`config.mk`:
```
export PLATFORM = sky130hd
export DESIGN_NAME = ceb_delay
export DESIGN_NICKNAME = d
export VERILOG_FILES = /design/src/rtl/core/assert_macros.svh /design/src/rtl/core/ceb_delay.sv
export SDC_FILE = /design/constraint.sdc
export NUM_CORES = 1
export LEC_CHECK = 0
export BUFFER_PORTS_ARGS = -buffer_cell sky130_fd_sc_hd__clkbuf_2
export CORE_ASPECT_RATIO = 0.9
export CORE_UTILIZATION = 25
export CTS_CLUSTER_DIAMETER = 30
export CTS_CLUSTER_SIZE = 28
export DETAILED_ROUTE_END_ITERATION = 8
export PLACE_DENSITY_LB_ADDON = 0.15
export SYNTH_ARGS = -nofsm -noshare
export SYNTH_HDL_FRONTEND = slang
export SYNTH_SLANG_ARGS = --single-unit
```
`constraint.sdc`:
```
create_clock -name clk -period 0.8 [get_ports clk]
set_input_delay 0 -clock clk [delete_from_list [all_inputs] [get_ports clk]]
set_output_delay 0 -clock clk [all_outputs]
set_load 0.005 [all_outputs]
```
`src/rtl/core/assert_macros.svh`:
```
// ----------------------------------------------------------------------------
// assert_macros.svh
// Assertion shorthands on the block clock with the asynchronous reset.
// ----------------------------------------------------------------------------
`ifndef ASSERT_MACROS_SVH
`define ASSERT_MACROS_SVH

// condition implies consequence in the same cycle
`define CEB_ASSERT_IMPL(lbl, cond, cons) \
	lbl: assert property (@(posedge clk) disable iff (!arst_n) (cond) |-> (cons)) \
		else $error("assertion failed: same-cycle implication");

// condition implies consequence in the next cycle
`define CEB_ASSERT_NEXT(lbl, cond, cons) \
	lbl: assert property (@(posedge clk) disable iff (!arst_n) (cond) |=> (cons)) \
		else $error("assertion failed: next-cycle implication");

`endif

```
`src/rtl/core/ceb_delay.sv`:
```
// ----------------------------------------------------------------------------
// ceb_delay
// Stallable delay line that keeps side data aligned with the pipeline.
// ----------------------------------------------------------------------------
`default_nettype none

module ceb_delay #(
	parameter int W     = 16,
	parameter int DEPTH = 1
) (
	input  wire logic         clk,
	input  wire logic         en,
	input  wire logic [W-1:0] d,
	output logic      [W-1:0] q
);
	logic [W-1:0] tap_s [0:DEPTH-1];

	always_ff @(posedge clk) begin
		if (en) begin
			tap_s[0] <= d;
			for (int k = 1; k < DEPTH; k++) begin
				tap_s[k] <= tap_s[k-1];
			end
		end
	end

	assign q = tap_s[DEPTH-1];
endmodule

`default_nettype wire

```
Word-level counts from Yosys, hierarchy flattened
Memory sizes are Yosys's and may differ from the RTL's.
Index checks and enable logic that the tools add are counted.
{ "totals": {"mem_count": 1, "output_inout_bits": 16, "input_bits": 18, "register_bits": 0, "wordCells": 3, "mem_bits_rw": 16} }
{ "mem_list": {"columns": ["name", "depth", "word_bits", "read_ports", "rd_ports_with_merged_regs", "wr", "line", "text"], "rows": [
  ["tap_s", 1, 16, 1, 0, 1, "ceb_delay.sv:16", "logic [W-1:0] tap_s [0:DEPTH-1];"]
]} }
{ "op_classes": {"n_mux": 2} }
{ "op_table": {"columns": ["op", "count"], "rows": [
  ["$mux W1", 2]
]} }

Logic depth before layout (Yosys ltp)
{ "logic_depth": {"depth_word": 2, "depth_mapped": 0, "ltp_nobuf": 0} }

Least setup slack after synthesis
No wires, ideal clock.
{ "synth_path": {"path_kind": "register to output", "startpoint": "memory tap_s[0][0]", "endpoint": "output port q[0]", "arrival_time_ns": 0.355, "path_slack_ns": 0.445, "path_buffers": 0, "path_stages_with_launch": 1, "cell_sequence": "edfxtp_1"} }
{ "synth_via": {"elab_chain_cells": 1} }
{ "synth_lines": {"columns": ["element", "line", "text"], "rows": [
  ["from (decl)", "ceb_delay.sv:16", null],
  ["$mem_v2 Z1 W16", null, null],
  ["to (decl)", "ceb_delay.sv:14", "output logic [W-1:0] q"]
]} }
Every way passes these cells.

Worst setup path in the final report
{ "layout_path": {"startpoint": "memory tap_s[0][1]", "endpoint": "output port q[1]"} }
Same word-level chain as after synthesis.

==> results.sh <==
export IMPL_setup_worst_path_start="tap_s[0][1]"
export IMPL_worstPathArrival_ns=0.80
export IMPL_largest_register="tap_s"
export IMPL_max_stage_delay_ns=0.39
export IMPL_die_h_um=43.6
export IMPL_io_buffers=33
export IMPL_wire_per_inst_um=9.88
export IMPL_initial_core_util=0.277
export IMPL_tns_ns=0
export IMPL_final_common_cell="clkbuf_2"
export IMPL_mostFrequentLayoutCells="33 x clkbuf_2, 16 x dlygate4sd3_1, 16 x edfxtp_1"
export IMPL_ant_nets=0
export IMPL_finalHoldViolations=0
export IMPL_grt_setup_unrepaired="yes"
export IMPL_cts_sinks=16
export IMPL_path_cells="clkbuf_2"
export IMPL_relSlewSlack=0.937
export IMPL_final_layout_size_suffix_gt1_frac=0.529
export IMPL_outcome="finished, final reports clean"
export IMPL_reg_largest_list="tap_s: 16 flops"
export IMPL_synth_area_per_cell_um2=30.0
export IMPL_post_cts_setup_buffers=0
export IMPL_vias=348
export IMPL_nets=89
export IMPL_leakage_nw=0.385
export IMPL_critPathSlowestCell="edfxtp_1"
export IMPL_ios=34
export IMPL_crit_required_ns=0.80
export IMPL_yosys_top_cells_area="edfxtp_1 100%"
export IMPL_syn_inst=16
export IMPL_pre_cts_ws_ns=0.246
export IMPL_root_buffer="clkbuf_4"
export IMPL_critPathTopFamily="flip-flops"
export IMPL_slew_viol_final=0
export IMPL_ys_ff_latch=16
export IMPL_ys_warn_count=0
export IMPL_multi_input_gates=0
export IMPL_post_cts_resized=0
export IMPL_track_usage=0.103
export IMPL_drtPass1Iterations=2
export IMPL_syn_area_um2=480
export IMPL_cp_max_fo=1
export IMPL_fill_cells=148
export IMPL_cts_made_buffers=3
export IMPL_path_class="flop to output port"
export IMPL_grt_ovfl_total=0
export IMPL_worst_path_buf_inv=1
export IMPL_seq_area_um2=480
export IMPL_die_area_um2=2100
export IMPL_endpoint_kind="output port"
export IMPL_antenna_found_initial=0
export IMPL_grt_pass1_vias=373
export IMPL_clockBufferDepth=2
export IMPL_post_route_drc_count=0
export IMPL_core_area_um2=1730
export IMPL_period_minus_slack_ns=0.797
export IMPL_synth_distinct_cells=1
export IMPL_worstHoldStart="en"
export IMPL_path_clk_slew_ns=0.09
export IMPL_drt_iter0_drc=4
export IMPL_wirelength_um=929
export IMPL_hold_path_class="input port to flop"
export IMPL_rows=14
export IMPL_grt_max_degree=17
export IMPL_ir_drop_mv=1.03
export IMPL_synth_seq_area_share=1.00
export IMPL_fmax_ghz=1.25
export IMPL_layout_setup_ws_ns=0.00313
export IMPL_cap_violations=0
export IMPL_htreeDepth=1
export IMPL_yosys_area_top_type="edfxtp_1"
export IMPL_place_gp_congestion=0.642
export IMPL_worst_slew_pin_slew_ns=0.0938
export IMPL_syn_nets=34
export IMPL_critPathLaunchType="flop"
export IMPL_insertedDiodeCount=0
export IMPL_synthDominantCellAreaShare=1.00
export IMPL_syn2layout_area_growth_pct=83.6
export IMPL_die_w_um=48.2
export IMPL_multi_input_area_um2=0
export IMPL_setup_viol=0
export IMPL_cts_tree="built"
export IMPL_vias_per_cell=3.70
export IMPL_grt_pass1_wl_um=1400
export IMPL_fin_crit_sh=0.996
export IMPL_powerDensity_nw_per_um2=1840
export IMPL_hold_ws_ns=0.0983
export IMPL_largest_reg_flops=16
==> power breakdown <==
| group | switching [W] | internal (W) |
|---|---|---|
| clock | 0.000235 | 0.000180 |
| sequential | 0.0000163 | 0.000995 |
| combinational | 0.0000659 | 0.000129 |
| total | 0.000317 | 0.00130 |
==> final cells by class <==
cell class            instances  area share
Sequential cell              16       0.545
Tap cell                     24      0.0340
Timing Repair Buffer         50       0.391
Clock inverter                1     0.00426
Clock buffer                  3      0.0255
==> stage by stage <==
stage / cells / instance area (µm²) / util / power, W
finish: 94 / 882 / 0.509 / 0.00162
global placement: 74 / 696 / 0.401 / 0.00117
floorplan: 16 / 480 / - / 0.00104
CTS: 94 / 882 / 0.509 / 0.00164
detailed placement: 74 / 696 / 0.401 / 0.00117
global route: 94 / 882 / 0.509 / 0.00171
==> cell families after synthesis <==
family / synth area share
flip-flops: 1.00
==> Yosys cell counts <==
cell type	n
edfxtp_1	16
==> final timing paths <==
check	endpoint	slack (ns)	cells after the start
worst max-delay path	q[1]	0.003	1
worst min-delay path	tap_s[0][8]	0.1	2
==> layer usage <==
layer / up-vias / GRT usage / share of wire
met2: 18 / 0.189 / 0.60
met5: - / 0 / 0
li1: 171 / - / -
met1: 157 / 0.0937 / 0.33
met4: 0 / 0.0500 / 0.0065
met3: 2 / 0.0375 / 0.065
==> repair_timing <==
| action | in CTS | in global routing |
|---|---|---|
| endpoints found under the hold margin | 16 | 0 |
| hold buffers | 16 | 0 |
| endpoints found under the setup margin | 0 | 13 |
Power figures use the tool's default switching activity.
