==> config.mk <==
export PLATFORM = sky130hd
export DESIGN_NAME = ceb_div_round
export DESIGN_NICKNAME = d
export VERILOG_FILES = /design/src/rtl/core/assert_macros.svh /design/src/rtl/core/ceb_div_round.sv
export SDC_FILE = /design/constraint.sdc
export NUM_CORES = 1
export LEC_CHECK = 0
export ABC_AREA = 1
export BUFFER_PORTS_ARGS = -buffer_cell sky130_fd_sc_hd__buf_2
export CORE_MARGIN = 5
export CORE_UTILIZATION = 40
export CTS_CLUSTER_DIAMETER = 60
export DETAILED_ROUTE_END_ITERATION = 7
export GPL_ROUTABILITY_DRIVEN = 0
export PLACE_DENSITY_LB_ADDON = 0.2
export SLEW_MARGIN = 15
export SYNTH_ARGS = -nofsm -noshare
export SYNTH_HDL_FRONTEND = slang
export SYNTH_SLANG_ARGS = --single-unit
==> constraint.sdc <==
create_clock -name clk -period 3.35 [get_ports clk]
set_clock_uncertainty 0.1 [all_clocks]
set_input_delay 0.67 -clock clk [delete_from_list [all_inputs] [get_ports clk]]
set_output_delay 0.67 -clock clk [all_outputs]
set_load 0.1 [all_outputs]
==> src/rtl/core/assert_macros.svh <==
// ----------------------------------------------------------------------------
// assert_macros.svh
// Assertion shorthands on the block clock with the asynchronous reset.
// ----------------------------------------------------------------------------
`ifndef ASSERT_MACROS_SVH
`define ASSERT_MACROS_SVH

// condition implies consequence in the same cycle
`define CEB_ASSERT_IMPL(lbl, cond, cons) \
	lbl: assert property (@(posedge clk) disable iff (!arst_n) (cond) |-> (cons)) \
		else $error("assertion failed: same-cycle implication");

// condition implies consequence in the next cycle
`define CEB_ASSERT_NEXT(lbl, cond, cons) \
	lbl: assert property (@(posedge clk) disable iff (!arst_n) (cond) |=> (cons)) \
		else $error("assertion failed: next-cycle implication");

`endif

==> src/rtl/core/ceb_div_round.sv <==
// ----------------------------------------------------------------------------
// ceb_div_round
// Pipelined restoring divider, rounded quotient, clamped to W+1 bits.
// ----------------------------------------------------------------------------
`default_nettype none

module ceb_div_round #(
	parameter int W = 16
) (
	input  wire logic           clk,
	input  wire logic           en,
	input  wire logic [2*W-1:0] num,
	input  wire logic [W-1:0]   den,
	output logic      [W:0]     quo
);
	localparam int QW = W + 1;

	logic [2*W-1:0] n;
	logic [W-1:0]   r_s   [0:QW-1];
	logic [QW-1:0]  lo_s  [0:QW-1];
	logic [QW-1:0]  q_s   [0:QW];
	logic [W-1:0]   dv_s  [0:QW];
	logic           sat_s [0:QW];

	// round half up by adding den/2 up front
	assign n = num + (2*W)'(den >> 1);

	always_ff @(posedge clk) begin
		if (en) begin
			r_s[0]   <= W'(n[2*W-1:QW]);
			lo_s[0]  <= n[QW-1:0];
			q_s[0]   <= '0;
			dv_s[0]  <= den;
			sat_s[0] <= W'(n[2*W-1:QW]) >= den;
		end
	end

	for (genvar k = 0; k < QW; k++) begin : g_step
		logic [W:0] t;
		logic       ge;

		assign t  = {r_s[k], lo_s[k][QW-1]};
		assign ge = t >= {1'b0, dv_s[k]};

		always_ff @(posedge clk) begin
			if (en) begin
				q_s[k+1]   <= {q_s[k][QW-2:0], ge};
				dv_s[k+1]  <= dv_s[k];
				sat_s[k+1] <= sat_s[k];
			end
		end

		if (k < QW - 1) begin : g_rem
			always_ff @(posedge clk) begin
				if (en) begin
					r_s[k+1]  <= ge ? W'(t - {1'b0, dv_s[k]}) : W'(t);
					lo_s[k+1] <= {lo_s[k][QW-2:0], 1'b0};
				end
			end
		end
	end

	assign quo = sat_s[QW] ? '1 : q_s[QW];
endmodule

`default_nettype wire

# Word-level counts from Yosys, hierarchy flattened
# Memory sizes are Yosys's and may differ from the RTL's.
# Index checks and enable logic that the tools add are counted.
[totals] regBits=0 ram_bits=1173 input_bits=50 output_inout_bits=17 wordCells=59 n_memories=5
[op_classes] add_sub_neg=17 magnitude_cmp=18 mux=19
[mem_list] memory="q_s" words=18 word_bits=17 rd=18 rd_ports_with_merged_regs=0 write_ports=18 line_no="ceb_div_round.sv:21" text="logic [QW-1:0] q_s [0:QW];"
[mem_list] memory="lo_s" words=17 word_bits=17 rd=17 rd_ports_with_merged_regs=0 write_ports=17 line_no="ceb_div_round.sv:20" text="logic [QW-1:0] lo_s [0:QW-1];"
[mem_list] memory="dv_s" words=18 word_bits=16 rd=17 rd_ports_with_merged_regs=0 write_ports=18 line_no="ceb_div_round.sv:22" text="logic [W-1:0] dv_s [0:QW];"
[mem_list] memory="r_s" words=17 word_bits=16 rd=17 rd_ports_with_merged_regs=0 write_ports=17 line_no="ceb_div_round.sv:19" text="logic [W-1:0] r_s [0:QW-1];"
[mem_list] memory="sat_s" words=18 word_bits=1 rd=18 rd_ports_with_merged_regs=0 write_ports=18 line_no="ceb_div_round.sv:23" text="logic sat_s [0:QW];"
[ops] operator="17-bit by 16-bit >= comparator with 1-bit output" count=17
[ops] operator="16-bit 2-to-1 mux" count=16
[ops] operator="16-bit subtractor" count=16
[ops] operator="32-bit by 15-bit adder with 32-bit output" count=1
[ops] operator="17-bit 2-to-1 mux" count=1
[ops] operator="15-bit by 16-bit >= comparator with 1-bit output" count=1
[ops] operator="1-bit 2-to-1 mux" count=2

# Longest topological paths before layout
[logic_depth] ltp_word=2 mapped_depth=20 ltp_nobuf=20

# Least setup slack after synthesis
# No wires, ideal clock.
[synth_timing] kind="input to register" from="input port num[0]" to="memory sat_s[0] (data pin)" setup_ns=0.261 t_arrival_ns=2.619 required_time_ns=2.989 path_slack_ns=0.371 cell_stages=20 path_buffers=0 path_cell_list="ha_1 inv_1 fa_1 inv_1 nand3_1 nand3_1 nand2_1 nand2_1 nand2_1 nand2_1 nand2_1 nand2_1 nand2_1 ha_1 nand2_1 nor2_1 nand2_1 o211ai_1 nand2_1 nand3_1"
[synth_lines] element="from (decl)" line_no="ceb_div_round.sv:12" text="input wire logic [2*W-1:0] num,"
[synth_lines] element="to (decl)" line_no="ceb_div_round.sv:23"

==> flow_summary.toml <==
[detailed_routing]
drtIter0Drc = 2868
wl_met2_um = 52670
wl_met1_um = 56530
drc = 0
top_layer = "met4"
routed-via-count = 36973
first_pass_iters = 5
wl_per_cell_um = 15.32
routed-wl-met3_um = 5936
wl_um = 118200
avgViaCountPerCell = 4.792
ant_nets = 0

[critical_path]
reg2reg_depth = 9
critPathKind = "reg2out"
worstPathArrival_ns = 2.10
rr_endpoint = "r_s[3][12]"
cp_max_fo = 10
startpoint_type = "flip-flop"
rrSetupSlack_ns = 0.74
cp-end-kind = "primary output"
cp.required_ns = 2.58
worstReg2RegStart = "r_s[2][13]"

[timing]
setup_violations = 0
rsz0062_at_grt = "no"
fmax_mhz = 348.2
period_needed_ns = 2.872
slew_headroom = 0.5741
worst_slew_pin_slew_ns = 0.6389
min_period_over_period = 0.8573
slew_violations = 0
hold_violations = 0
hold_slack_ns = 0.1051

[floorplan]
die_height_um = 364.9
initial_core_util = 0.4017
rows = 130
die-area_um2 = 133100
pin_count = 67
die_w_um = 364.9
core_area_um2 = 125400

[placed_design]
portBuffers = 66
hpwl_um = 91510
numPlacedInstances = 7527
dpl-instance-area_um2 = 53020

[synthesis]
postSynth.asyncResetShare = 0
ys_warn_count = 0
synth_edf_count = 867
yosysSeqAreaShare = 0.5168
synthFlopType = "edfxtp_1"
syn_area_um2 = 50380
syn_inst = 5799
ys_ff_latch = 867
synth.avg_cell_area_um2 = 8.687
synth_nets = 6168
synth.distinct_cells = 46

[cts]
clk_latency_ns = 0.71
clk_pin_slew_worst_paths_ns = 0.06
cts_root_buf = "clkbuf_16"
post_cts.repair.setup_buffers = 0
post_cts_resized = 0
cts_buffer_depth = 3
h-tree-depth = 3
clock-sinks = 867
cts_tree = "yes"
cts-buffers-inserted = 102
holdBufCountCts = 0

[hold_path]
holdPathStages = 1
holdPathEnd = "dv_s[0][2]"
hp-class = "in2reg"
worstHoldStart = "den[2]"

[layout]
drive_gt1_frac = 0.07553
fin_area_um2 = 56420
area_growth_syn_to_layout_pct = 12.00
fin_nets = 6350
final_common_cell = "nand2_1"
fin_cells = 7715
final_cell_mix = "2095 x nand2_1, 1098 x inv_1, 867 x edfxtp_1"

[global_routing]
grt_pass1_wl_um = 188600
grt_overflow_total = 0
grt_max_degree = 114
grt_util_all_layers = 0.1772
antenna_found_initial = 1
grt_pass1_vias = 34975

[outcome]
status = "finished, final reports clean"

[pwr]
irDropWorstVdd_uv = 481.8
static-leakage-power_nw = 27.79
power.density_nw_per_um2 = 825.3

[flow_run]
maxCapViolCount = 0
[synth_stat cells (2+ instances only)]
cell type | instances | area [µm²]
or2_1 | 2 | 12.51
xnor2_1 | 25 | 219.0
nand2_4 | 20 | 225.2
edfxtp_1 | 867 | 26030
and2_1 | 17 | 106.4
clkbuf_2 | 4 | 20.02
nand3_2 | 24 | 240.2
o21bai_1 | 9 | 67.56
nor2_1 | 239 | 897.1
o211ai_1 | 2 | 15.01
buf_4 | 13 | 97.59
nand2_2 | 24 | 150.1
a21oi_1 | 162 | 810.8
o21a_1 | 11 | 82.58
nand3b_1 | 33 | 247.7
buf_6 | 16 | 180.2
nor3_1 | 39 | 195.2
ha_1 | 302 | 3779
fa_1 | 17 | 340.3
o21ai_0 | 16 | 80.08
nand3_1 | 471 | 2357
nor4_4 | 3 | 63.81
inv_1 | 1098 | 4121
a21boi_2 | 4 | 45.04
nand3_4 | 4 | 70.07
nor4_1 | 3 | 18.77
nand4_1 | 74 | 462.9
nor2_4 | 14 | 157.7
nand2_1 | 2095 | 7864
or2_2 | 25 | 156.4
o21ai_2 | 4 | 35.03
buf_2 | 26 | 130.1
inv_2 | 12 | 45.04
and3_1 | 3 | 18.77
xor2_1 | 90 | 788.3
nor2_2 | 21 | 131.4
[logic make-up after synthesis]
kind of cell             Yosys count  synth area share
AND/OR/NAND/NOR                 3116            0.2665
buffers and inverters           1172           0.09197
AO/OA/AOI/OAI                    210           0.02292
flip-flops                       867            0.5168
XOR/XNOR                         115           0.01999
adder cells (fa/ha/maj)          319           0.08176
[how the worst max path moves through the flow]
stage	startpoint	to	slack [ns]	cells past startpoint
6_report	sat_s[17]	quo[3]	0.48	3
5_1_grt	sat_s[17]	quo[3]	0.35	3
4_1_cts	sat_s[17]	quo[3]	0.35	3
3_5_place_dp	den[1]	sat_s[0]	-0.05	17
3_3_place_gp	den[1]	sat_s[0]	-0.03	19
2_1_floorplan	num[0]	sat_s[0]	0.37	20
[final cells by class]
class	instances	area, µm²
multi-input combinational	3760	19710
timing repair buffer	140	1046
clock buffer	118	2655
antenna	1	2.502
inverter	1110	4167
fill	12086	68980
sequential	867	26040
tap	1650	2064
clock inverter	69	744.5
[worst max-delay path: stages, from the launching register on]
cell and delay, ns:
edfxtp_1 0.47, buf_4 0.27, or2_2 0.34, buf_2 0.30
[flip-flops by register name (all words and copies together), names as in the netlist]
| register | cells |
|---|---|
| lo_s | 153 |
| dv_s | 272 |
| sat_s | 18 |
| r_s | 271 |
| q_s | 153 |
[metrics by stage]
step                utilization   TNS, ns  setup WS [ns]  total power, mW
finish                   0.4499         0         0.4782            46.57
floorplan                     -         0         0.3706            30.67
global route             0.4499         0         0.3485            50.37
global placement         0.4228  -0.02741       -0.02741            35.35
detailed placement       0.4228  -0.04514       -0.04514            35.58
CTS                      0.4499         0         0.3547            46.88
[where the power goes]
group	internal (mW)	switching, mW	total, mW
Sequential	15.1	1.33	16.4
Clock	6.46	4.57	11.0
Combinational	6.53	12.6	19.1
[routing by layer]
| metal | vias to the layer above | GRT usage |
|---|---|---|
| li1 | 18957 | - |
| met1 | 17052 | 0.2544 |
| met2 | 797 | 0.2810 |
| met3 | 167 | 0.02693 |
| met4 | 0 | 0.04756 |
| met5 | - | 0 |
Note: power is estimated with default switching activity, not from simulation.
