### src/rtl/core/assert_macros.svh
// ----------------------------------------------------------------------------
// assert_macros.svh
// Assertion shorthands on the block clock with the asynchronous reset.
// ----------------------------------------------------------------------------
`ifndef ASSERT_MACROS_SVH
`define ASSERT_MACROS_SVH

// condition implies consequence in the same cycle
`define CEB_ASSERT_IMPL(lbl, cond, cons) \
	lbl: assert property (@(posedge clk) disable iff (!arst_n) (cond) |-> (cons)) \
		else $error("assertion failed: same-cycle implication");

// condition implies consequence in the next cycle
`define CEB_ASSERT_NEXT(lbl, cond, cons) \
	lbl: assert property (@(posedge clk) disable iff (!arst_n) (cond) |=> (cons)) \
		else $error("assertion failed: next-cycle implication");

`endif

### src/rtl/core/ceb_mul_frac.sv
// ----------------------------------------------------------------------------
// ceb_mul_frac
// Fraction product a*b/ONE, rounded to nearest, two register stages.
// ----------------------------------------------------------------------------
`default_nettype none

module ceb_mul_frac #(
	parameter int W = 16
) (
	input  wire logic         clk,
	input  wire logic         en,
	input  wire logic [W-1:0] a,
	input  wire logic [W-1:0] b,
	output logic      [W-1:0] y
);
	localparam logic [W-1:0] HALF = {1'b0, {(W-1){1'b1}}};

	logic [2*W-1:0] x_s1;
	logic [2*W:0]   t;
	logic [2*W:0]   sum;
	logic [W-1:0]   y_s2;

	always_ff @(posedge clk) begin
		if (en) begin
			x_s1 <= (2*W)'(a) * (2*W)'(b) + (2*W)'(HALF);
		end
	end

	// x / (2^W - 1) without a divider: t = x + 1, q = (t + t>>W) >> W
	assign t   = {1'b0, x_s1} + (2*W+1)'(1);
	assign sum = t + (t >> W);

	always_ff @(posedge clk) begin
		if (en) begin
			y_s2 <= sum[2*W-1:W];
		end
	end

	assign y = y_s2;
endmodule

`default_nettype wire

### config.mk
export PLATFORM = sky130hd
export DESIGN_NAME = ceb_mul_frac
export DESIGN_NICKNAME = d
export VERILOG_FILES = /design/src/rtl/core/assert_macros.svh /design/src/rtl/core/ceb_mul_frac.sv
export SDC_FILE = /design/constraint.sdc
export NUM_CORES = 1
export LEC_CHECK = 0
export BUFFER_PORTS_ARGS = -buffer_cell sky130_fd_sc_hd__buf_2
export CORE_UTILIZATION = 54
export DETAILED_ROUTE_END_ITERATION = 6
export GPL_ROUTABILITY_DRIVEN = 0
export PLACE_DENSITY = 0.69
export SLEW_MARGIN = 0
export SYNTH_ARGS = -nofsm -noshare
export SYNTH_HDL_FRONTEND = slang
export SYNTH_SLANG_ARGS = --single-unit
### constraint.sdc
create_clock -name clk -period 7.5 [get_ports clk]
set_input_delay 1.125 -clock clk [delete_from_list [all_inputs] [get_ports clk]]
set_output_delay 1.125 -clock clk [all_outputs]
set_load 0.05 [all_outputs]
## Word level (Yosys, flattened, before mapping)

Cells that the tools add are included.

| cells by class | value |
|---|---|
| $add $sub $neg | 3 |
| $mul | 1 |

Operator list:

| kind | number |
|---|---|
| adder 32 x 1 -> 33 bit (second input constant) | 1 |
| adder 32 x 15 -> 32 bit (second input constant) | 1 |
| adder 32 x 17 -> 32 bit | 1 |
| multiplier 16 x 16 -> 32 bit | 1 |

| word-level totals | value |
|---|---|
| register bits after elaboration | 48 |
| output and inout port bits | 16 |
| word-level logic and storage cells | 6 |

## Depth between registers and ports, before layout

Gate-level depths: netlist of the first run.

| depth | value |
|---|---|
| depth in word-level cells | 2 |
| gate-level depth with buffers | 22 |
| depth with buffers taken out | 21 |

## Worst setup path after synthesis of the first run

Ideal clock, no wire load.

| path | value |
|---|---|
| kind | input to register |
| start point | input b[5] |
| end point | register x_s1[31] (data pin) |
| data arrival time | 6.531 ns |
| required time | 7.235 ns |
| slack | 0.703 ns |
| cell stages on the path | 21 |
| cells stage by stage | clkbuf_1 > and2_1 > fa_1 > inv_1 > fa_1 > fa_1 > inv_1 > fa_1 > fa_1 > inv_1 > fa_1 > inv_1 > ha_1 > a21oi_1 > a21boi_0 > o311ai_0 > nand3_1 > a31oi_1 > o31ai_1 > a221oi_1 > xnor2_1 |

| between the ends | value |
|---|---|
| word-level cells in the longest chain between the ends | 2 |

RTL lines:

| element | line | source |
|---|---|---|
| start, declared | ceb_mul_frac.sv:13 | `input wire logic [W-1:0] b,` |
| multiplier 16 x 16 -> 32 bit | ceb_mul_frac.sv:25 | `x_s1 <= (2*W)'(a) * (2*W)'(b) + (2*W)'(HALF);` |
| adder 32 x 15 -> 32 bit | ceb_mul_frac.sv:25 |  |
| end signal, assigned | ceb_mul_frac.sv:25 |  |
| end, declared | ceb_mul_frac.sv:18 | `logic [2*W-1:0] x_s1;` |

No other way between the ends.
A chain may end at the register's enable or synchronous reset.

## Final worst setup path of the first run

| path | value |
|---|---|
| start point | input a[5] |
| end point | register x_s1[31] (data pin) |

| between the ends | value |
|---|---|
| word-level cells in the longest chain between the ends | 2 |

RTL lines:

| element | line | source |
|---|---|---|
| start, declared | ceb_mul_frac.sv:12 | `input wire logic [W-1:0] a,` |
| multiplier 16 x 16 -> 32 bit | ceb_mul_frac.sv:25 |  |
| adder 32 x 15 -> 32 bit | ceb_mul_frac.sv:25 |  |

No other way between the ends.

==> results of run 1 <==
## placed cells by master, fill, tap and decap left out, types with 2 or more instances in the layout
cell / instances
sky130_fd_sc_hd__a211o_1: 2
sky130_fd_sc_hd__a211oi_1: 6
sky130_fd_sc_hd__a21boi_0: 2
sky130_fd_sc_hd__a21o_1: 14
sky130_fd_sc_hd__a21oi_1: 35
sky130_fd_sc_hd__a221o_1: 3
sky130_fd_sc_hd__a31oi_1: 6
sky130_fd_sc_hd__and2_1: 114
sky130_fd_sc_hd__and3_1: 11
sky130_fd_sc_hd__and3_2: 2
sky130_fd_sc_hd__and4_1: 5
sky130_fd_sc_hd__buf_2: 49
sky130_fd_sc_hd__buf_4: 11
sky130_fd_sc_hd__clkbuf_16: 5
sky130_fd_sc_hd__edfxtp_1: 48
sky130_fd_sc_hd__fa_1: 208
sky130_fd_sc_hd__ha_1: 113
sky130_fd_sc_hd__inv_1: 244
sky130_fd_sc_hd__nand2_1: 167
sky130_fd_sc_hd__nand3_1: 24
sky130_fd_sc_hd__nand4_1: 17
sky130_fd_sc_hd__nand4b_1: 6
sky130_fd_sc_hd__nor2_1: 26
sky130_fd_sc_hd__nor3_1: 6
sky130_fd_sc_hd__nor3_2: 2
sky130_fd_sc_hd__nor4_1: 2
sky130_fd_sc_hd__nor4_4: 2
sky130_fd_sc_hd__o211ai_1: 4
sky130_fd_sc_hd__o21a_1: 5
sky130_fd_sc_hd__o21ai_0: 13
sky130_fd_sc_hd__o21bai_1: 7
sky130_fd_sc_hd__o22ai_1: 4
sky130_fd_sc_hd__o311ai_0: 2
sky130_fd_sc_hd__xnor2_1: 51
sky130_fd_sc_hd__xor2_1: 16
## how the worst min path moves through the flow
stage | end | slack (ns) | start | depth (start not counted)
6_report | y[12]$_DFFE_PP_ | 0.80 | x_s1[26]$_DFFE_PP_ | 2
5_1_grt | y[15]$_DFFE_PP_ | 0.85 | x_s1[31]$_DFFE_PP_ | 2
2_1_floorplan | y[8]$_DFFE_PP_ | 0.67 | x_s1[23]$_DFFE_PP_ | 2
3_5_place_dp | y[12]$_DFFE_PP_ | 0.79 | x_s1[26]$_DFFE_PP_ | 2
4_1_cts | y[12]$_DFFE_PP_ | 0.81 | x_s1[26]$_DFFE_PP_ | 2
3_3_place_gp | y[11]$_DFFE_PP_ | 0.76 | x_s1[26]$_DFFE_PP_ | 2
## kinds of logic after synthesis
family | share of synthesized area, %
AND/OR/NAND/NOR | 18.0
adder cells (fa/ha/maj) | 48.3
flip-flops | 12.5
buffers and inverters | 9.40
XOR/XNOR | 5.36
AO/OA/AOI/OAI | 6.45
## area by class of cell
cell class,instances,area [um2],share of cell area (%)
Clock inverter,1,5.00,0.0411
Tap cell,275,344,2.82
Timing Repair Buffer,60,328,2.69
Multi-Input combinational cell,899,9030,74.1
Clock buffer,6,129,1.06
Sequential cell,48,1440,11.8
Inverter,244,916,7.51
## Yosys cell counts, drive strengths merged (3+ instances only)
cell	n	share of area, %
nand3	24	1.0
o21a	5	0.32
xor2	17	1.4
inv	244	7.9
nor3	8	0.43
and3	13	0.73
nor2	26	0.84
a211oi	6	0.39
nand4b	6	0.45
a221o	3	0.26
clkbuf	34	1.1
and4	6	0.47
and2	116	6.3
nand4	19	1.2
o21ai	13	0.56
a21o	14	0.91
o21bai	7	0.45
a31oi	6	0.32
o211ai	5	0.37
edfxtp	48	12
xnor2	52	4.0
a21oi	35	1.5
ha	113	12
buf	4	0.36
nor4	5	0.58
fa	208	36
o22ai	4	0.22
nand2	167	5.4
## stage by stage
step,instance area [um2],setup slack [ns]
global placement,12100,0.292
CTS,12200,0.452
global route,12200,0.0490
floorplan,11600,0.703
finish,12200,0.457
detailed placement,12100,0.172
## sequential cells by signal, summed over array words and instances, names as in the netlist
register and count:
x_s1 32, y 16
## worst min-delay path, delay by kind of cell, from the launching register on
kind	cells	cell delay, ns
flops	1	0.43
xor+xnor	1	0.14
simple gates	1	0.12
## metal layers
layer | GRT usage, % | share of wire, % | vias to the layer above
li1 | - | - | 3920
met1 | 33.3 | 42 | 4295
met2 | 42.3 | 51 | 266
met3 | 1.96 | 5.2 | 42
met4 | 6.13 | 2.3 | 0
met5 | 0 | 0 | -
==> reports/summary.log, run 1 <==
INFO  synthesis      post_synth_instance_area=0.0116mm2
INFO  drt            wl_per_cell=16.5um
INFO  cts            tritoncts_clock_tree=done
INFO  final_layout   antenna_cells=0
INFO  global_routing grt_first_pass_wirelength=42,500um
INFO  final_layout   filler_cell_count=1,905
INFO  synthesis      synth_cells=1,229
INFO  cts            clock-root-buffer=sky130_fd_sc_hd__clkbuf_16
INFO  cts            ctsHtreeMaxLevel=2
INFO  cts            cts_sinks=48
INFO  final_layout   synthToLayoutAreaGrowth=5.50%
INFO  synthesis      syn_nets=1,584
INFO  final_layout   non_filler_instance_count_after_layout=1,533
INFO  final_layout   utilization=58.0%
INFO  timing         rsz_0062_raised_after_global_routing=no
INFO  placed_design  port_buffers=49
INFO  drt            vias_per_instance=5.56
INFO  worst_setup_path timing.reg2reg.setup_slack=3.12ns
INFO  cts            numCtsBuffers=5
INFO  placed_design  hpwl=21,300um
INFO  drt            detail_route.iter0.violations=605
INFO  timing         report.final.slew_viol_count=0
INFO  synthesis      ys_types=60
INFO  placed_design  dp.cells=1,526
INFO  worst_setup_path crit_cells=21
INFO  timing         slew_headroom=30.5%
INFO  drt            wirelength=25,300um
INFO  worst_setup_path reg2reg_depth=15
INFO  cts            cts_post_setup_buffers_inserted=0
INFO  cts            clk_path_buf_depth=2
INFO  synthesis      syn_area_per_cell=9.40um2
INFO  cts            cts_hold_buf=0
INFO  global_routing number_of_antenna_violations_at_the_first_check_in_global_routing=0
INFO  drt            remaining_drc_errors=0
INFO  worst_setup_path max_fanout_on_critical_path=16
INFO  drt            remaining_antenna_violation_count=0
INFO  synthesis      synth-seq-area-share=12.5%
INFO  timing         finalHoldViolCount=0
INFO  synthesis      synth_edf_count=48
INFO  worst_setup_path timing.critical_path.arrival=7.07ns
INFO  worst_setup_path critical_path.cell_chain=buf_2 > and2_1 > fa_1 > inv_1 > fa_1 > fa_1 > inv_1 > fa_1 > fa_1 > inv_1 > fa_1 > inv_1 > ha_1 > a21oi_1 > a21boi_0 > o311ai_0 > nand3_1 > a31oi_1 > o31ai_1 > a221oi_1 > xnor2_1
INFO  global_routing first_global_vias=8,705
INFO  worst_setup_path setup.worst_path.class=input port to flip-flop
INFO  die            die_ar=0.0220mm2
INFO  worst_setup_path worst_setup_path_end_kind=flip-flop
INFO  drt            detail_route.first_pass.iterations=5
INFO  worst_setup_path required=7.53ns
INFO  final_layout   fin_nets=1,613
INFO  worst_setup_path crit_buf_inv=5
INFO  timing         fmaxAchievable=0.142GHz
INFO  synthesis      synth.ff_latch_count=48
INFO  worst_setup_path cpMaxStageDelayCell=sky130_fd_sc_hd__fa_1
INFO  die            floorplan.rows=53
INFO  die            die-height=148um
INFO  timing         least_margin_pin_slew=1.04ns
INFO  worst_setup_path critical_path_most_common_cell=sky130_fd_sc_hd__fa_1
INFO  worst_setup_path timing.rr.start=x_s1[0]$_DFFE_PP_
INFO  global_routing gr-total-overflow=0
INFO  synthesis      ys_warn_count=0
INFO  drt            via_count=8,523
INFO  die            die_span_x=148um
INFO  final_layout   drive_above_1_share=6.60%
INFO  die            starting_utilization_of_the_core_area=55.0%
INFO  timing         totalNegativeSetupSlack=0ns
INFO  outcome        result_of_the_run=finished, final reports clean
INFO  min_path       holdCritPathClass=flip-flop to flip-flop
INFO  global_routing grtUsageTotal=24.5%
INFO  worst_setup_path crit_path_end=x_s1[31]$_DFFE_PP_
INFO  timing         finalHoldWorstSlack=0.801ns
INFO  cts            cts_resized=0
INFO  synthesis      synthFlopType=sky130_fd_sc_hd__edfxtp_1
INFO  cts            clk-insertion-delay-late=0.28ns
INFO  worst_setup_path setup.worst_path.start_class=input port
INFO  worst_setup_path crit_family=adder cells
INFO  cts            register_clock_pin_slew_on_the_reported_worst_setup_and_hold_paths=0.06ns
INFO  die            io-pin-count=50
INFO  run            max-cap-violations=0
INFO  worst_setup_path worst_r2r_endpoint=y[9]$_DFFE_PP_
INFO  die            core_region_area=0.0210mm2
INFO  worst_setup_path timing.critical_path.slowest_cell_delay=0.54ns
INFO  timing         finClkSkew=0.00478ns
INFO  global_routing largest_net_degree_at_the_start_of_global_routing=49
INFO  worst_setup_path setup.worst_path.start=a[5]
INFO  timing         setup_violators_final=0
INFO  timing         fin_crit=7.04ns
INFO  timing         timing.final.crit_share=93.9%
INFO  synthesis      ys_async_sr_fraction=0%
Power of run 1 is left out: the tool's default activity adds up to more than one toggle a clock period on the data nets, which glitch-free logic cannot reach.
==> run 2: changes to the inputs <==
--- a/config.mk
+++ b/config.mk
@@ -5,6 +5,7 @@
 export SDC_FILE = /design/constraint.sdc
 export NUM_CORES = 1
 export LEC_CHECK = 0
+export ABC_CLOCK_PERIOD_IN_PS = 7500
 export BUFFER_PORTS_ARGS = -buffer_cell sky130_fd_sc_hd__buf_2
 export CORE_UTILIZATION = 54
 export DETAILED_ROUTE_END_ITERATION = 6
==> constraint.sdc (replaced) <==
create_clock -name clk -period 7.5 [get_ports clk]
set_input_delay 0.75 -clock clk [delete_from_list [all_inputs] [get_ports clk]]
set_output_delay 0.75 -clock clk [all_outputs]
set_load 0.05 [all_outputs]
==> reports/summary.log, run 2 (synthesis gave the netlist of run 1 again) <==
INFO  min_path       holdCritPathClass=flip-flop to flip-flop
INFO  worst_setup_path worst_setup_path_end_kind=flip-flop
INFO  timing         fmaxAchievable=0.148GHz [+4.4%]
INFO  final_layout   filler_cell_count=1,854 [-2.7%]
INFO  final_layout   antenna_cells=0 [unchanged]
INFO  die            core_region_area=0.0210mm2 [unchanged]
INFO  die            die-height=148um [unchanged]
INFO  cts            cts_resized=0 [unchanged]
INFO  cts            register_clock_pin_slew_on_the_reported_worst_setup_and_hold_paths=0.06ns [about the same]
INFO  worst_setup_path crit_family=adder cells
INFO  timing         timing.final.crit_share=90.0% [-3.9 points]
INFO  cts            clock-root-buffer=sky130_fd_sc_hd__clkbuf_16
INFO  global_routing number_of_antenna_violations_at_the_first_check_in_global_routing=0 [unchanged]
INFO  die            io-pin-count=50 [unchanged]
INFO  placed_design  hpwl=20,900um [-2.1%]
INFO  final_layout   synthToLayoutAreaGrowth=5.21%
INFO  final_layout   largest_register_ff_count=32 [unchanged]
INFO  drt            wirelength=25,300um [about the same]
INFO  die            die_span_x=148um [unchanged]
INFO  timing         setup_violators_final=0 [unchanged]
INFO  worst_setup_path setup.worst_path.class=input port to flip-flop
INFO  timing         least_margin_pin_slew=1.03ns [-0.00831 ns]
INFO  drt            wl_per_cell=16.6um [+0.49%]
INFO  placed_design  port_buffers=49 [unchanged]
INFO  drt            remaining_drc_errors=0 [unchanged]
INFO  final_layout   largest_register=x_s1
INFO  worst_setup_path timing.critical_path.slowest_cell_delay=0.54ns [about the same]
INFO  timing         fin_crit=6.75ns [-0.295 ns]
INFO  die            starting_utilization_of_the_core_area=55.0% [unchanged]
INFO  final_layout   fin_nets=1,604 [-0.56%]
INFO  timing         report.final.slew_viol_count=0 [unchanged]
INFO  worst_setup_path max_fanout_on_critical_path=16 [unchanged]
INFO  drt            detail_route.iter0.violations=550 [-9.1%]
INFO  die            die_ar=0.0220mm2 [unchanged]
INFO  drt            vias_per_instance=5.58 [+0.39%]
INFO  global_routing gr-total-overflow=0 [unchanged]
INFO  cts            cts_hold_buf=0 [unchanged]
INFO  global_routing grt_first_pass_wirelength=42,500um [about the same]
INFO  cts            ctsHtreeMaxLevel=2 [unchanged]
INFO  worst_setup_path critical_path.cell_chain=buf_2 > and2_1 > fa_1 > inv_1 > fa_1 > fa_1 > inv_1 > fa_1 > fa_1 > inv_1 > fa_1 > inv_1 > ha_1 > a21oi_1 > a21boi_0 > o311ai_0 > nand3_1 > a31oi_1 > o31ai_1 > a221oi_1 > xnor2_1
INFO  timing         finClkSkew=0.00253ns [-0.00225 ns]
INFO  cts            cts_post_setup_buffers_inserted=0 [unchanged]
INFO  timing         finalHoldViolCount=0 [unchanged]
INFO  global_routing largest_net_degree_at_the_start_of_global_routing=49 [unchanged]
INFO  global_routing first_global_vias=8,654 [-0.59%]
INFO  die            floorplan.rows=53 [unchanged]
INFO  drt            via_count=8,512 [-0.13%]
INFO  worst_setup_path crit_buf_inv=5 [unchanged]
INFO  worst_setup_path timing.critical_path.arrival=6.78ns [-0.29 ns]
INFO  timing         totalNegativeSetupSlack=0ns [unchanged]
INFO  timing         rsz_0062_raised_after_global_routing=no
INFO  drt            remaining_antenna_violation_count=0 [unchanged]
INFO  outcome        result_of_the_run=finished, final reports clean
INFO  worst_setup_path setup.worst_path.start_class=input port
INFO  timing         slew_headroom=31.1% [+0.55 points]
INFO  cts            clk-insertion-delay-late=0.28ns [about the same]
INFO  final_layout   mostFrequentLayoutCells=sky130_fd_sc_hd__inv_1 (244), sky130_fd_sc_hd__fa_1 (208), sky130_fd_sc_hd__nand2_1 (167)
INFO  run            max-cap-violations=0 [unchanged]
INFO  final_layout   layout.cells.most_common=sky130_fd_sc_hd__inv_1
INFO  global_routing grtUsageTotal=24.3% [-0.12 points]
INFO  drt            detail_route.first_pass.iterations=6 [+1]
INFO  final_layout   drive_above_1_share=6.08% [-0.52 points]
INFO  cts            cts_sinks=48 [unchanged]
INFO  cts            tritoncts_clock_tree=done
INFO  cts            numCtsBuffers=5 [unchanged]
INFO  worst_setup_path required=7.53ns [about the same]
INFO  cts            clk_path_buf_depth=2 [unchanged]
INFO  worst_setup_path critical_path_most_common_cell=sky130_fd_sc_hd__fa_1
INFO  worst_setup_path cpMaxStageDelayCell=sky130_fd_sc_hd__fa_1
-- run 2: cell types whose count changed in the layout (fill, tap and decap cells not counted), sizes merged --
cell / previous run / this run
buf: 60 / 51
bufinv: 0 / 1
clkbuf: 6 / 5
clkinvlp: 0 / 1
-- run 2: through the flow --
stage	utilization [%]	worst slack (ns)	instances	area, um2	hold slack (ns)
6_report	57.8	0.752	1525	12200	0.804
5_1_grt	57.8	0.297	1525	12200	0.854
4_1_cts	57.8	0.760	1525	12200	0.790
3_5_place_dp	57.0	0.481	1517	12000	0.772
3_3_place_gp	57.0	0.615	1517	12000	0.769
2_1_floorplan	-	1.08	1229	11600	0.671
-- run 2: worst min-delay path, delay by kind of cell (launching register included) --
family,cells,cell delay [ns]
XOR/XNOR,1,0.15
flip-flops,1,0.43
AND/OR/NAND/NOR,1,0.11
-- run 2: routing by layer --
metal	GRT usage, %	wire [um]
met3	1.84	1150
met4	6.08	554
met2	42.1	12900
met5	0	0
met1	33.3	10700
-- run 2: path summary, 6_finish.rpt --
check | slack [ns] | endpoint | from | cells past startpoint
hold / removal | 0.80 | y[11]$_DFFE_PP_ | x_s1[26]$_DFFE_PP_ | 2
hold reg to reg | 0.80 | y[11]$_DFFE_PP_ | x_s1[26]$_DFFE_PP_ | 2
setup / recovery | 0.75 | x_s1[31]$_DFFE_PP_ | a[6] | 21
setup reg to reg | 3.07 | y[15]$_DFFE_PP_ | x_s1[0]$_DFFE_PP_ | 15
-- run 2: cell type report --
type                            count  area [um2]  share of cell area, %
Timing Repair Buffer               51         260                   2.14
Inverter                          244         916                   7.53
Sequential cell                    48        1440                   11.9
Multi-Input combinational cell    899        9030                   74.3
Clock buffer                        5         125                   1.03
Tap cell                          275         344                   2.83
Clock inverter                      3        42.5                  0.350
Power of run 2 is left out for the same reason.
==> run 3: changes to the inputs <==
--- a/config.mk
+++ b/config.mk
@@ -5,12 +5,14 @@
 export SDC_FILE = /design/constraint.sdc
 export NUM_CORES = 1
 export LEC_CHECK = 0
+export ABC_AREA = 1
 export ABC_CLOCK_PERIOD_IN_PS = 7500
 export BUFFER_PORTS_ARGS = -buffer_cell sky130_fd_sc_hd__buf_2
 export CORE_UTILIZATION = 54
 export DETAILED_ROUTE_END_ITERATION = 6
 export GPL_ROUTABILITY_DRIVEN = 0
 export PLACE_DENSITY = 0.69
+export SETUP_SLACK_MARGIN = 0.4
 export SLEW_MARGIN = 0
 export SYNTH_ARGS = -nofsm -noshare
 export SYNTH_HDL_FRONTEND = slang
==> reports/summary.log, run 3 <==
INFO  outcome        result_of_the_run=finished, final reports clean
INFO  synthesis      muxShareOfSynthArea=0% [unchanged]
INFO  synthesis      ys_async_sr_fraction=0% [unchanged]
INFO  die            die_span_x=156um [+5.1%]
INFO  worst_setup_path timing.critical_path.arrival=6.21ns [-0.57 ns]
INFO  final_layout   largest_register=x_s1
INFO  cts            clk-insertion-delay-late=0.29ns [about the same]
INFO  cts            numCtsBuffers=5 [unchanged]
INFO  final_layout   synthToLayoutAreaGrowth=4.18%
INFO  synthesis      synth.ff_latch_count=48 [unchanged]
INFO  synthesis      netlist_top_cells_area=sky130_fd_sc_hd__fa_1 (33%), sky130_fd_sc_hd__nand2_1 (15%), sky130_fd_sc_hd__inv_1 (12%), sky130_fd_sc_hd__edfxtp_1 (11%), sky130_fd_sc_hd__ha_1 (11%)
INFO  die            starting_utilization_of_the_core_area=55.8% [+0.81 points]
INFO  synthesis      yosys-top-cells-count=sky130_fd_sc_hd__nand2_1 (494), sky130_fd_sc_hd__inv_1 (420), sky130_fd_sc_hd__fa_1 (208)
INFO  die            die-height=156um [+5.1%]
INFO  timing         fin_crit=6.17ns [-0.574 ns]
INFO  synthesis      ys_types=42 [-30%]
INFO  timing         timing.final.crit_share=82.3% [-7.6 points]
INFO  die            core_region_area=0.0229mm2 [+9.0%]
INFO  die            die_ar=0.0243mm2 [+10%]
INFO  cts            tritoncts_clock_tree=done
INFO  min_path       hold_path_startpoint=x_s1[31]$_DFFE_PP_
INFO  timing         finalHoldViolCount=0 [unchanged]
INFO  final_layout   drive_above_1_share=5.90% [-0.18 points]
INFO  min_path       holdCritPathClass=flip-flop to flip-flop
INFO  synthesis      synth_simple_gate_area_share=22.7% [+4.7 points]
INFO  worst_setup_path required=7.53ns [about the same]
INFO  placed_design  hpwl=24,400um [+17%]
INFO  cts            ctsHtreeMaxLevel=2 [unchanged]
INFO  drt            wirelength=29,100um [+15%]
INFO  global_routing number_of_antenna_violations_at_the_first_check_in_global_routing=0 [unchanged]
INFO  die            io-pin-count=50 [unchanged]
INFO  cts            clk_path_buf_depth=2 [unchanged]
INFO  die            floorplan.rows=55 [+3.8%]
INFO  cts            cts_sinks=48 [unchanged]
INFO  synthesis      synthFlopType=sky130_fd_sc_hd__edfxtp_1
INFO  global_routing first_global_vias=10,800 [+25%]
INFO  synthesis      syn_area_per_cell=7.50um2 [-20%]
INFO  worst_setup_path worst_r2r_endpoint=y[6]$_DFFE_PP_
INFO  synthesis      fraction_of_the_mapped_netlist_area_in_compound_gates=4.41% [-2.0 points]
INFO  drt            remaining_antenna_violation_count=0 [unchanged]
INFO  timing         least_margin_pin_slew=1.08ns [+0.0466 ns]
INFO  synthesis      synth_cells=1,704 [+39%]
INFO  synthesis      synth_largest_area_cell=sky130_fd_sc_hd__fa_1
INFO  final_layout   fin_nets=2,051 [+28%]
INFO  global_routing largest_net_degree_at_the_start_of_global_routing=49 [unchanged]
INFO  synthesis      synth_edf_count=48 [unchanged]
INFO  global_routing gr-total-overflow=0 [unchanged]
INFO  worst_setup_path crit_family=adder cells
INFO  cts            cts_hold_buf=0 [unchanged]
INFO  final_layout   layout.cells.most_common=sky130_fd_sc_hd__nand2_1
INFO  worst_setup_path reg2reg_depth=20 [+5]
INFO  min_path       hold_depth=3 [+1]
INFO  timing         report.final.slew_viol_count=0 [unchanged]
INFO  timing         totalNegativeSetupSlack=0ns [unchanged]
INFO  final_layout   antenna_cells=0 [unchanged]
INFO  synthesis      syn_nets=2,059 [+30%]
INFO  cts            clock-root-buffer=sky130_fd_sc_hd__clkbuf_16
INFO  synthesis      synth-adder-area-share=43.6% [-4.6 points]
INFO  worst_setup_path setup.worst_path.start_class=input port
INFO  drt            wl_per_cell=14.5um [-13%]
INFO  timing         fmaxAchievable=0.162GHz [+9.3%]
INFO  timing         setup_violators_final=0 [unchanged]
INFO  timing         slew_headroom=28.0% [-3.1 points]
INFO  cts            cts_post_setup_buffers_inserted=0 [unchanged]
INFO  synthesis      synth_top_area_share=32.6% [-3.5 points]
INFO  drt            detail_route.iter0.violations=640 [+16%]
INFO  timing         rsz_0062_raised_after_global_routing=no
INFO  synthesis      synth_xor_area_share=3.49% [-1.9 points]
INFO  final_layout   seq_area=0.00144mm2 [unchanged]
INFO  worst_setup_path max_fanout_on_critical_path=16 [unchanged]
INFO  worst_setup_path critical_path_most_common_cell=sky130_fd_sc_hd__fa_1
INFO  worst_setup_path worst_setup_path_end_kind=flip-flop
INFO  synthesis      synth_top_family_by_area=adder cells
INFO  timing         finClkSkew=0.00433ns [+0.00180 ns]
INFO  drt            remaining_drc_errors=0 [unchanged]
INFO  final_layout   multi_input_comb_area=0.00949mm2 [+5.2%]
INFO  cts            register_clock_pin_slew_on_the_reported_worst_setup_and_hold_paths=0.07ns [about the same]
INFO  run            max-cap-violations=0 [unchanged]
INFO  final_layout   mostFrequentLayoutCells=sky130_fd_sc_hd__nand2_1 (494), sky130_fd_sc_hd__inv_1 (420), sky130_fd_sc_hd__fa_1 (208)
INFO  final_layout   utilization=58.1% [+0.28 points]
INFO  final_layout   largest_register_ff_count=32 [unchanged]
INFO  drt            via_count=10,400 [+23%]
INFO  drt            vias_per_instance=5.19 [-7.0%]
INFO  drt            detail_route.first_pass.iterations=5 [-1]
INFO  worst_setup_path timing.critical_path.slowest_cell_delay=0.55ns [about the same]
INFO  worst_setup_path timing.reg2reg.setup_slack=3.78ns [+0.71 ns]
INFO  synthesis      synth-seq-area-share=11.3% [-1.2 points]
INFO  worst_setup_path crit_buf_inv=5 [unchanged]
INFO  worst_setup_path critical_path.cell_chain=buf_2 > nand2_1 > fa_1 > fa_1 > fa_1 > inv_1 > fa_1 > fa_1 > inv_1 > fa_1 > inv_1 > ha_1 > a21oi_1 > o21ai_0 > a21oi_1 > inv_1 > nand2_1 > nand2_1 > nand2_1 > nand2_1 > xor2_1
INFO  synthesis      yosysMostFrequentCell=sky130_fd_sc_hd__nand2_1
INFO  worst_setup_path setup.worst_path.class=input port to flip-flop
INFO  synthesis      post_synth_instance_area=0.0128mm2 [+11%]
INFO  worst_setup_path timing.rr.start=x_s1[0]$_DFFE_PP_
INFO  global_routing grt_first_pass_wirelength=50,800um [+19%]
INFO  min_path       whs_endpoint=y[15]$_DFFE_PP_
INFO  placed_design  port_buffers=49 [unchanged]
INFO  global_routing grtUsageTotal=26.3% [+2.0 points]
INFO  worst_setup_path cpMaxStageDelayCell=sky130_fd_sc_hd__fa_1
INFO  final_layout   filler_cell_count=2,201 [+19%]
INFO  synthesis      ys_warn_count=0 [unchanged]
INFO  cts            cts_resized=0 [unchanged]
## run 3: final cells by class
cell class	instances	area share, %
multi-input cells	1164	71.3
inverters	428	12.1
flip-flops and latches	48	10.8
well taps	313	2.94
repair buffers	49	1.84
clock buffers	5	0.940
clock inverters	2	0.0940
## run 3: per-stage QoR
| stage | hold slack (ns) | worst slack (ns) | instance area, um2 | std cells |
|---|---|---|---|---|
| floorplan | 0.675 | 1.42 | 12800 | 1704 |
| global placement | 0.761 | 1.12 | 13200 | 2002 |
| detailed placement | 0.771 | 1.05 | 13200 | 2002 |
| CTS | 0.785 | 1.36 | 13300 | 2009 |
| global route | 0.848 | 1.07 | 13300 | 2009 |
| finish | 0.800 | 1.33 | 13300 | 2009 |
## run 3: kinds of logic (layout without fill, tap and decap cells)
logic type      count (synthesis)  in the layout
buf+inv                       492            484
fa+ha+maj                     321            321
simple gates                  692            692
flops                          48             48
xor+xnor                       51             51
compound gates                100            100
## run 3: metal layers
| metal | GRT usage, % | part of all wire [%] | up-vias |
|---|---|---|---|
| li1 | - | - | 5001 |
| met3 | 2.22 | 5.1 | 54 |
| met5 | 0 | 0 | - |
| met1 | 34.0 | 43 | 5063 |
| met4 | 7.70 | 2.8 | 0 |
| met2 | 47.0 | 49 | 316 |
## run 3: how the worst max path moves through the flow
stage	from	end	cells after the start
2_1_floorplan	a[11]	x_s1[28]$_DFFE_PP_	24
3_3_place_gp	a[10]	x_s1[25]$_DFFE_PP_	21
3_5_place_dp	a[10]	x_s1[25]$_DFFE_PP_	21
4_1_cts	a[10]	x_s1[25]$_DFFE_PP_	21
5_1_grt	a[10]	x_s1[25]$_DFFE_PP_	21
6_report	a[10]	x_s1[25]$_DFFE_PP_	21
## run 3: tightest hold or removal path: stages (launching register included)
cell and delay (ns):
sky130_fd_sc_hd__edfxtp_1 0.40, sky130_fd_sc_hd__xor2_1 0.11, sky130_fd_sc_hd__nand2_1 0.06, sky130_fd_sc_hd__nand2_1 0.05
Power of run 3 is left out for the same reason.
